## config.mk

```make
export PLATFORM = sky130hd
export DESIGN_NAME = lsb_stego_embedder
export DESIGN_NICKNAME = d
export VERILOG_FILES = /design/src/rtl/core/lsbse_pkg.sv /design/src/rtl/core/lsbse_sel.sv /design/src/rtl/core/lsb_stego_embedder.sv
export SDC_FILE = /design/constraint.sdc
export NUM_CORES = 1
export LEC_CHECK = 0
export BUFFER_PORTS_ARGS = -buffer_cell sky130_fd_sc_hd__buf_2
export CAP_MARGIN = 20
export CORE_MARGIN = 2
export CORE_UTILIZATION = 60
export CTS_CLUSTER_SIZE = 40
export DETAILED_ROUTE_END_ITERATION = 6
export GPL_TIMING_DRIVEN = 0
export PLACE_DENSITY = 0.8
export RECOVER_POWER = 100
export SYNTH_ARGS = -nofsm -noshare
export SYNTH_HDL_FRONTEND = slang
export SYNTH_SLANG_ARGS = --single-unit
```

## constraint.sdc

```tcl
create_clock -name clock -period 8.2 [get_ports clock]
set_input_delay 0.41 -clock clock [delete_from_list [all_inputs] [get_ports clock]]
set_output_delay 0.41 -clock clock [all_outputs]
set_load 0.02 [all_outputs]
```

## src/rtl/core/lsbse_pkg.sv

```systemverilog
// shared types and constants for the lsb stego embedder
package lsbse_pkg;

   // phase codes, in stream order
   localparam logic [2:0] PH_HEADER = 3'd0;
   localparam logic [2:0] PH_MAGIC  = 3'd1;
   localparam logic [2:0] PH_EXTLEN = 3'd2;
   localparam logic [2:0] PH_EXT    = 3'd3;
   localparam logic [2:0] PH_SIZE   = 3'd4;
   localparam logic [2:0] PH_DATA   = 3'd5;
   localparam logic [2:0] PH_COPY   = 3'd6;

   // register indexes on the csr port
   localparam logic [2:0] REG_HEADER_LENGTH    = 3'd0;
   localparam logic [2:0] REG_MAGIC_BYTES      = 3'd1;
   localparam logic [2:0] REG_MAGIC_LENGTH     = 3'd2;
   localparam logic [2:0] REG_EXTENSION_BYTES  = 3'd3;
   localparam logic [2:0] REG_EXTENSION_LENGTH = 3'd4;
   localparam logic [2:0] REG_SECRET_SIZE      = 3'd5;

   localparam int unsigned POS_W = 35;

   // word-sized fields (extension length, secret size)
   localparam logic [POS_W-1:0] WORD_BITS = POS_W'(32);
   localparam logic [3:0] MAX_CHARS = 4'd8;

   typedef struct packed {
      logic [9:0]  header_length;
      logic [63:0] magic_bytes;
      logic [3:0]  magic_length;
      logic [63:0] extension_bytes;
      logic [3:0]  extension_length;
      logic [31:0] secret_size;
   } cfg_type;

   // outcome of one request, computed by the selector
   typedef struct packed {
      logic [2:0]       phase;
      logic [POS_W-1:0] pos_next;
      logic             embed;
      logic             bit_val;
      logic             taken;
      logic [7:0]       shift_next;
   } step_type;

endpackage

```

## src/rtl/core/lsbse_sel.sv

```systemverilog
// phase resolution and embed bit selection for one request
module lsbse_sel import lsbse_pkg::*; (
   input  cfg_type          cfg,
   input  logic [2:0]       phase_ff,
   input  logic [POS_W-1:0] pos_ff,
   input  logic [7:0]       shift_ff,
   input  logic [7:0]       payload_byte,
   output step_type         step
);

   logic [3:0]       magic_sat;
   logic [3:0]       ext_sat;
   logic [POS_W-1:0] cur_len;
   logic [2:0]       after_phase;
   logic [2:0]       eff_phase;
   logic [POS_W-1:0] eff_pos;
   logic [31:0]      extlen_word;

   // saturate character counts at eight
   assign magic_sat   = (cfg.magic_length > MAX_CHARS) ? MAX_CHARS : cfg.magic_length;
   assign ext_sat     = (cfg.extension_length > MAX_CHARS) ? MAX_CHARS : cfg.extension_length;
   assign extlen_word = {28'd0, ext_sat};

   // length of the phase held in state
   always_comb begin
      unique case (phase_ff)
         PH_HEADER: cur_len = {25'd0, cfg.header_length};
         PH_MAGIC:  cur_len = {28'd0, magic_sat, 3'b000};
         PH_EXTLEN: cur_len = WORD_BITS;
         PH_EXT:    cur_len = {28'd0, ext_sat, 3'b000};
         PH_SIZE:   cur_len = WORD_BITS;
         PH_DATA:   cur_len = {cfg.secret_size, 3'b000};
         default:   cur_len = '0;
      endcase
   end

   // next non-empty phase after the current one
   always_comb begin
      unique case (phase_ff)
         PH_HEADER: after_phase = (magic_sat != 4'd0) ? PH_MAGIC : PH_EXTLEN;
         PH_MAGIC:  after_phase = PH_EXTLEN;
         PH_EXTLEN: after_phase = (ext_sat != 4'd0) ? PH_EXT : PH_SIZE;
         PH_EXT:    after_phase = PH_SIZE;
         PH_SIZE:   after_phase = (cfg.secret_size != 32'd0) ? PH_DATA : PH_COPY;
         default:   after_phase = PH_COPY;
      endcase
   end

   // stay, or move on with the position restarted
   always_comb begin
      priority if (phase_ff >= PH_COPY) begin
         eff_phase = PH_COPY;
         eff_pos   = '0;
      end else if (pos_ff < cur_len) begin
         eff_phase = phase_ff;
         eff_pos   = pos_ff;
      end else begin
         eff_phase = after_phase;
         eff_pos   = '0;
      end
   end

   // bit to embed, payload load and shift
   always_comb begin
      step.phase      = eff_phase;
      step.pos_next   = (eff_phase == PH_COPY) ? '0 : eff_pos + POS_W'(1);
      step.embed      = 1'b1;
      step.bit_val    = 1'b0;
      step.taken      = 1'b0;
      step.shift_next = shift_ff;
      unique case (eff_phase)
         PH_MAGIC:  step.bit_val = cfg.magic_bytes[6'd63 - eff_pos[5:0]];
         PH_EXTLEN: step.bit_val = extlen_word[5'd31 - eff_pos[4:0]];
         PH_EXT:    step.bit_val = cfg.extension_bytes[6'd63 - eff_pos[5:0]];
         PH_SIZE:   step.bit_val = cfg.secret_size[5'd31 - eff_pos[4:0]];
         PH_DATA: begin
            if (eff_pos[2:0] == 3'd0) begin
               step.taken      = 1'b1;
               step.bit_val    = payload_byte[7];
               step.shift_next = {payload_byte[6:0], 1'b0};
            end else begin
               step.bit_val    = shift_ff[7];
               step.shift_next = {shift_ff[6:0], 1'b0};
            end
         end
         default:   step.embed = 1'b0;
      endcase
   end

endmodule

```

## src/rtl/core/lsb_stego_embedder.sv

```systemverilog
// top level of the lsb stego embedder: state, csr registers and result register
//
// channel  dir  signals                      content
// req      in   req_tvalid/tready/tdata      image_byte, payload_byte
// rsp      out  rsp_tvalid/tready/tdata/user stego_byte; phase, payload_taken
// csr      in   csr_we/csr_index/csr_wdata   register writes, no read-back
//
// one request per cycle while the result is not stalled; each result appears in the cycle after its request
// the phase decision and bit select sit between the state and the result register
// reset clears phase, position, shift state and the result valid
// a stalled result holds in its register and blocks only the next request
module lsb_stego_embedder import lsbse_pkg::*; (
   input  logic        clock,
   input  logic        reset,
   input  logic        req_tvalid,
   output logic        req_tready,
   input  logic [15:0] req_tdata,   // [7:0] image_byte, [15:8] payload_byte
   output logic        rsp_tvalid,
   input  logic        rsp_tready,
   output logic [7:0]  rsp_tdata,   // [7:0] stego_byte
   output logic [3:0]  rsp_tuser,   // [2:0] phase, [3] payload_taken
   input  logic        csr_we,
   input  logic [2:0]  csr_index,
   input  logic [63:0] csr_wdata
);

   cfg_type          cfg_ff;
   logic [2:0]       phase_ff;
   logic [POS_W-1:0] pos_ff;
   logic [7:0]       shift_ff;
   logic             rsp_valid_ff;
   logic [7:0]       rsp_byte_ff;
   logic [3:0]       rsp_user_ff;
   step_type         step;
   logic             req_fire;
   logic [7:0]       rsp_byte_in;

   // csr registers
   always_ff @(posedge clock) begin
      if (reset) begin
         cfg_ff <= '{header_length: 10'd54, default: '0};
      end else if (csr_we) begin
         unique case (csr_index)
            REG_HEADER_LENGTH:    cfg_ff.header_length    <= csr_wdata[9:0];
            REG_MAGIC_BYTES:      cfg_ff.magic_bytes      <= csr_wdata;
            REG_MAGIC_LENGTH:     cfg_ff.magic_length     <= csr_wdata[3:0];
            REG_EXTENSION_BYTES:  cfg_ff.extension_bytes  <= csr_wdata;
            REG_EXTENSION_LENGTH: cfg_ff.extension_length <= csr_wdata[3:0];
            REG_SECRET_SIZE:      cfg_ff.secret_size      <= csr_wdata[31:0];
            default: ;
         endcase
      end
   end

   lsbse_sel u_sel (
      .cfg          (cfg_ff),
      .phase_ff     (phase_ff),
      .pos_ff       (pos_ff),
      .shift_ff     (shift_ff),
      .payload_byte (req_tdata[15:8]),
      .step         (step)
   );

   // handshake
   assign req_tready = !rsp_valid_ff || rsp_tready;
   assign req_fire   = req_tvalid && req_tready;

   // output byte with lsb replaced while embedding
   assign rsp_byte_in = step.embed ? {req_tdata[7:1], step.bit_val} : req_tdata[7:0];

   // stream state
   always_ff @(posedge clock) begin
      if (reset) begin
         phase_ff <= PH_HEADER;
         pos_ff   <= '0;
         shift_ff <= '0;
      end else if (req_fire) begin
         phase_ff <= step.phase;
         pos_ff   <= step.pos_next;
         shift_ff <= step.shift_next;
      end
   end

   // result register
   always_ff @(posedge clock) begin
      if (reset) begin
         rsp_valid_ff <= 1'b0;
      end else if (req_fire) begin
         rsp_valid_ff <= 1'b1;
      end else if (rsp_tready) begin
         rsp_valid_ff <= 1'b0;
      end
   end

   always_ff @(posedge clock) begin
      if (req_fire) begin
         rsp_byte_ff <= rsp_byte_in;
         rsp_user_ff <= {step.taken, step.phase};
      end
   end

   assign rsp_tvalid = rsp_valid_ff;
   assign rsp_tdata  = rsp_byte_ff;
   assign rsp_tuser  = rsp_user_ff;

   // phase only moves forward between resets
   a_phase_forward: assert property (@(posedge clock) disable iff (reset)
      !$past(reset) |-> phase_ff >= $past(phase_ff))
      else $error("phase moved backward");

   // the copy phase keeps the position at zero
   a_copy_pos: assert property (@(posedge clock) disable iff (reset)
      phase_ff == PH_COPY |-> pos_ff == '0)
      else $error("position count moved in copy phase");

   // payload is only consumed in the data phase
   a_taken_data: assert property (@(posedge clock) disable iff (reset)
      rsp_valid_ff && rsp_user_ff[3] |-> rsp_user_ff[2:0] == PH_DATA)
      else $error("payload taken outside data phase");

   // no request is taken over a stalled result
   a_no_overrun: assert property (@(posedge clock) disable iff (reset)
      rsp_valid_ff && !rsp_tready |-> !req_tready)
      else $error("request accepted while result stalled");

endmodule
```

==> results of run 1 <==
state kept, by name (all words and copies together) (netlist names):
register	count
cfg_ff	178
phase_ff	3
pos_ff	35
rsp_tdata	8
rsp_tuser	4
rsp_tvalid	1
shift_ff	7
kinds of logic (layout without fill, tap and decap cells):
| group | after synthesis | after routing | synth area share |
|---|---|---|---|
| adder cells (fa/ha/maj) | 36 | 36 | 0.0383 |
| AND/OR/NAND/NOR | 623 | 623 | 0.234 |
| multiplexers | 71 | 71 | 0.0865 |
| flip-flops | 236 | 236 | 0.412 |
| buffers and inverters | 117 | 264 | 0.0399 |
| AO/OA/AOI/OAI | 383 | 383 | 0.190 |
path summary, 6_finish.rpt:
kind                 from            to  slack, ns  depth (start not counted)
max           phase_ff[0]  rsp_tdata[0]       0.85                         22
max reg2reg   phase_ff[0]  rsp_tdata[0]       0.85                         22
min          req_tdata[3]  rsp_tdata[3]       0.04                          1
min reg2reg    cfg_ff[71]    cfg_ff[71]       0.45                          2
synth_stat cells (all sizes together), types with 11 or more instances:
cell | number | area [µm²]
nor2 | 68 | 255
inv | 14 | 52.6
nor3 | 16 | 95.1
a211oi | 11 | 82.6
clkbuf | 76 | 285
mux4 | 24 | 541
a31oi | 16 | 100
nand2 | 421 | 1580
mux2i | 42 | 420
edfxtp | 12 | 360
and3 | 15 | 104
nor4 | 16 | 136
nand4 | 14 | 87.6
a21oi | 234 | 1170
ha | 36 | 450
buf | 25 | 124
o21ai | 50 | 250
nand3 | 23 | 125
dfxtp | 224 | 4480
area by class of cell:
cell class / instances / area, µm²
Multi-Input combinational cell: 1113 / 6410
Fill cell: 1648 / 5900
Sequential cell: 236 / 4840
Clock buffer: 40 / 763
Timing Repair Buffer: 101 / 483
Buffer: 101 / 399
Tap cell: 265 / 332
Clock inverter: 6 / 145
Inverter: 16 / 60.1
where the power goes:
part / internal (µW) / total [µW] / switching (µW)
combinational: 76.7 / 228 / 151
clock: 766 / 1240 / 478
sequential: 1180 / 1200 / 15.1
total: 2020 / 2670 / 645
per-layer routing:
layer / track usage / part of all wire / up-vias
met5: 0 / 0 / -
met4: 0.170 / 0.050 / 0
met3: 0.0656 / 0.099 / 155
met2: 0.567 / 0.46 / 643
met1: 0.454 / 0.39 / 5439
li1: - / - / 5451
worst reg2reg max path, stage by stage (launching register included):
cell	delay [ns]
dfxtp_1	0.37
clkbuf_1	0.37
nand2_1	0.11
nor2_1	0.53
clkbuf_1	0.37
nand2_1	0.11
ha_1	0.35
nand3_2	0.10
nor4_1	0.97
a221oi_1	0.31
and3_4	0.26
nand3_2	0.14
clkbuf_1	0.49
clkbuf_1	0.57
buf_2	0.40
nor2_1	0.11
inv_1	0.11
ha_1	0.15
a21boi_0	0.40
buf_6	0.23
mux2i_1	0.10
a32o_1	0.22
o311ai_0	0.38
metrics by stage:
step	power [µW]	hold slack, ns	cells
final	2670	0.0378	1878
after detailed placement	1440	0.445	1832
after CTS	2660	0.0364	1878
after global routing	2730	0.0415	1878
after global placement	1440	0.439	1831
after floorplan	1350	0.432	1466
==> qor.yml, run 1 <==
cp_max_fo: 10
hold_class: "primary input to flip-flop"
fin_nets: 1718
ys_seq_area_frac: 0.412
clk_path_buf_depth: 3
die_w_um: 144
crit_buf_inv: 7
post-place-ws_ns: 1.61
final_cell_mix: "nand2_1, a21oi_1, dfxtp_1"
critPathTopFamily: "buffers and inverters"
slowest_stage: "nor4_1"
cp-start-kind: "flip-flop"
postSynthCellCount: 1466
vias: 11700
hold_buffers: 0
hpwl_mm: 26.7
p_per_area_nw_per_um2: 199
num_rows: 51
yosysWarnings: 0
synth.distinct_cells: 76
critPathRequiredTime_ns: 8.51
clk_latency_ns: 0.55
place_area_um2: 12600
drtIter0Drc: 1072
synthArstFlopShare: 0
ys.flop_type: "dfxtp_1"
start_util: 0.608
final_cell_area_um2: 13400
clkTransAtPathRegs_ns: 0.06
final_util: 0.695
ant_nets: 0
cts_tree: "yes"
hold_viol: 0
clockRootBuffer: "clkbuf_16"
peakVddDrop_uv: 263
relSlewSlack: 0.235
fin_tns_setup_ns: 0
crit_path_end_kind: "flip-flop"
power.leakage_uw: 0.00473
rsz0062_at_grt: "no"
fin_crit_ns: 7.35
diodes: 0
synth-seq-cells: 236
cts_buffers: 25
wl_mm: 36.7
synth-edff-count: 12
cts_num_sinks: 236
drv_cap: 0
viasPerCell: 6.22
layout_setup_ws_ns: 0.851
path_class: "flip-flop to flip-flop"
gp_congestion: 1.02
timing.fmax_mhz: 136
crit_chain: "clkbuf_1, nand2_1, nor2_1, clkbuf_1, nand2_1, ha_1, nand3_2, nor4_1, a221oi_1, and3_4, nand3_2, clkbuf_1, clkbuf_1, buf_2, nor2_1, inv_1, ha_1, a21boi_0, buf_6, mux2i_1, a32o_1, o311ai_0"
grt_max_degree: 18
drv_slew: 0
max_stage_delay_ns: 0.97
grt-ovfl-total: 0
boundaryPins: 102
drive_gt1_frac: 0.107
setup_violations: 0
first_pass_iters: 7
worst_pin_slew_ns: 1.14
syn_avg_cell_area_um2: 8.03
syn-num-nets: 1590
htreeDepth: 1
routedWlPerCell_um: 19.6
area_growth_pct: 14.2
critPathArrivalTime_ns: 7.66
cts_repair_resize_count: 0
postCtsSetupRepairBufs: 0
die-area_um2: 20700
grt_usage: 0.351
port_buffers: 100
antenna_found_initial: 0
fin_crit_sh: 0.896
grt_pass1_vias: 10800
crit_top_cell: "clkbuf_1"
final_common_cell: "nand2_1"
grt_pass1_wl_mm: 56.8
die_y_um: 144
fp.coreArea_um2: 19300
syn-cell-area_um2: 11800
status: "finished clean"
skew_ns: 0.00965
drc: 0
(Power assumes the default switching activity.)
==> run 2: changes to the inputs <==
--- a/config.mk
+++ b/config.mk
@@ -7,6 +7,7 @@
 export LEC_CHECK = 0
 export BUFFER_PORTS_ARGS = -buffer_cell sky130_fd_sc_hd__buf_2
 export CAP_MARGIN = 20
+export CORE_ASPECT_RATIO = 0.8
 export CORE_MARGIN = 2
 export CORE_UTILIZATION = 60
 export CTS_CLUSTER_SIZE = 40
==> qor.yml, run 2 (synthesized netlist as in run 1, its figures left out) <==
crit_buf_inv: 5
die_w_um: 161
htreeDepth: 1
boundaryPins: 102
critPathTopFamily: "simple AND/OR/NAND/NOR gates"
skew_ns: 0.0169
cp-start-kind: "flip-flop"
clkPwrFrac: 0.442
slowest_stage: "nor4_1"
gp_congestion: 0.982
fin_nets: 1718
fin_tns_setup_ns: 0
cts_num_sinks: 236
drv_slew: 0
p_per_area_nw_per_um2: 192
clk_latency_ns: 0.53
place_inst: 1825
r2r-start: "phase_ff[0]"
final_cell_mix: "nand2_1, a21oi_1, dfxtp_1"
first_pass_iters: 6
hold_class: "primary input to flip-flop"
cp.depth: 24
grt_pass1_wl_mm: 58.0
path_class: "flip-flop to flip-flop"
antenna_found_initial: 0
seqPwrFrac: 0.468
clockRootBuffer: "clkbuf_16"
cp_max_fo: 10
largest_register_ffs: 178
hpwl_mm: 27.2
ff2ff_path_depth: 24
regMostFlops: "cfg_ff"
switching_share: 0.254
multi_input_area_um2: 6400
nFillCells: 1572
vias: 11900
fp.coreArea_um2: 19100
final_common_cell: "nand2_1"
r2r_slack_ns: 0.94
grt_pass1_vias: 10700
timing.fmax_mhz: 138
crit_chain: "clkbuf_1, nand2_1, nor2_1, clkbuf_1, nand2_1, ha_1, nand3_1, nor4_1, a221oi_1, and3_1, nand3_1, clkbuf_1, buf_2, buf_2, nor2_1, ha_1, and3_1, and3_1, and3_1, nand2_1, nor3_1, a31oi_1, o21ai_1, a21oi_1"
drive_gt1_frac: 0.108
p_sw_uw: 650
port_buffers: 100
status: "finished clean"
seq_area_um2: 4840
clk_path_buf_depth: 3
grt-ovfl-total: 0
crit_path_end_kind: "flip-flop"
viasPerCell: 6.38
cts_repair_resize_count: 0
cts_tree: "yes"
cts_buffers: 24
power.leakage_uw: 0.00469
relSlewSlack: 0.257
drc: 0
final_cells: 1869
setup_violations: 0
internal_power_uw: 1910
grt_usage: 0.353
die_y_um: 129
peakVddDrop_uv: 139
ant_nets: 0
startpoint: "phase_ff[0]"
combinationalPowerShare: 0.091
area_growth_pct: 13.2
num_rows: 45
wl_mm: 37.4
clkTransAtPathRegs_ns: 0.07
max_stage_delay_ns: 0.91
routedWlPerCell_um: 20.0
worst_pin_slew_ns: 1.10
fin_crit_ns: 7.26
crit_top_cell: "and3_1"
critPathCapture: "pos_ff[24]"
critPathArrivalTime_ns: 7.71
r2r-end: "pos_ff[24]"
start_util: 0.616
critPathRequiredTime_ns: 8.66
hold_viol: 0
die-area_um2: 20800
drv_cap: 0
postCtsSetupRepairBufs: 0
diodes: 0
fin_crit_sh: 0.885
drtIter0Drc: 1649
grt_max_degree: 18
hold_buffers: 0
rsz0062_at_grt: "no"
## run 2: changes by cell type in the layout (fill, tap and decap cells not counted), sizes merged
cell and delta:
buf +2, clkbuf -9, inv +1, bufinv -2, clkinvlp +1, clkinv +5
## run 2: per-stage QoR
stage               hold WS, ns  utilization  power, µW  worst slack, ns  area (µm²)
global placement          0.439        0.660       1440             1.73       12600
global route             0.0567        0.698       2610            0.600       13300
CTS                      0.0533        0.702       2550             1.60       13400
floorplan                 0.432            -       1350             2.94       11800
detailed placement        0.446        0.660       1440             1.65       12600
finish                   0.0561        0.698       2560            0.944       13300
## run 2: worst min-delay path by stage
stage | endpoint | slack (ns) | depth (start not counted) | from
global placement | cfg_ff[57] | 0.44 | 2 | cfg_ff[57]
finish | rsp_tdata[4] | 0.06 | 1 | req_tdata[4]
global route | rsp_tdata[2] | 0.06 | 1 | req_tdata[2]
CTS | rsp_tdata[4] | 0.05 | 1 | req_tdata[4]
floorplan | cfg_ff[80] | 0.43 | 2 | cfg_ff[80]
detailed placement | cfg_ff[140] | 0.45 | 2 | cfg_ff[140]
## run 2: routing by layer
layer	global-route usage	routed length, µm
met4	0.129	1420
met3	0.0861	4830
met1	0.497	15300
met5	0	0
met2	0.532	15800
## run 2: final cells by class
cell class | instances | area share
timing repair buffer | 102 | 0.0365
inverter | 16 | 0.00451
clock buffer | 32 | 0.0512
tap | 258 | 0.0242
sequential | 236 | 0.364
buffer | 101 | 0.0305
clock inverter | 11 | 0.00883
multi-input combinational | 1113 | 0.481
## run 2: power groups by stage
stage / logic, µW / clock network (µW) / registers, µW
6_report: 232 / 1130 / 1200
5_1_grt: 247 / 1170 / 1200
4_1_cts: 225 / 1120 / 1190
3_5_place_dp: 224 / 0 / 1220
3_3_place_gp: 219 / 0 / 1220
2_1_floorplan: 129 / 0 / 1220
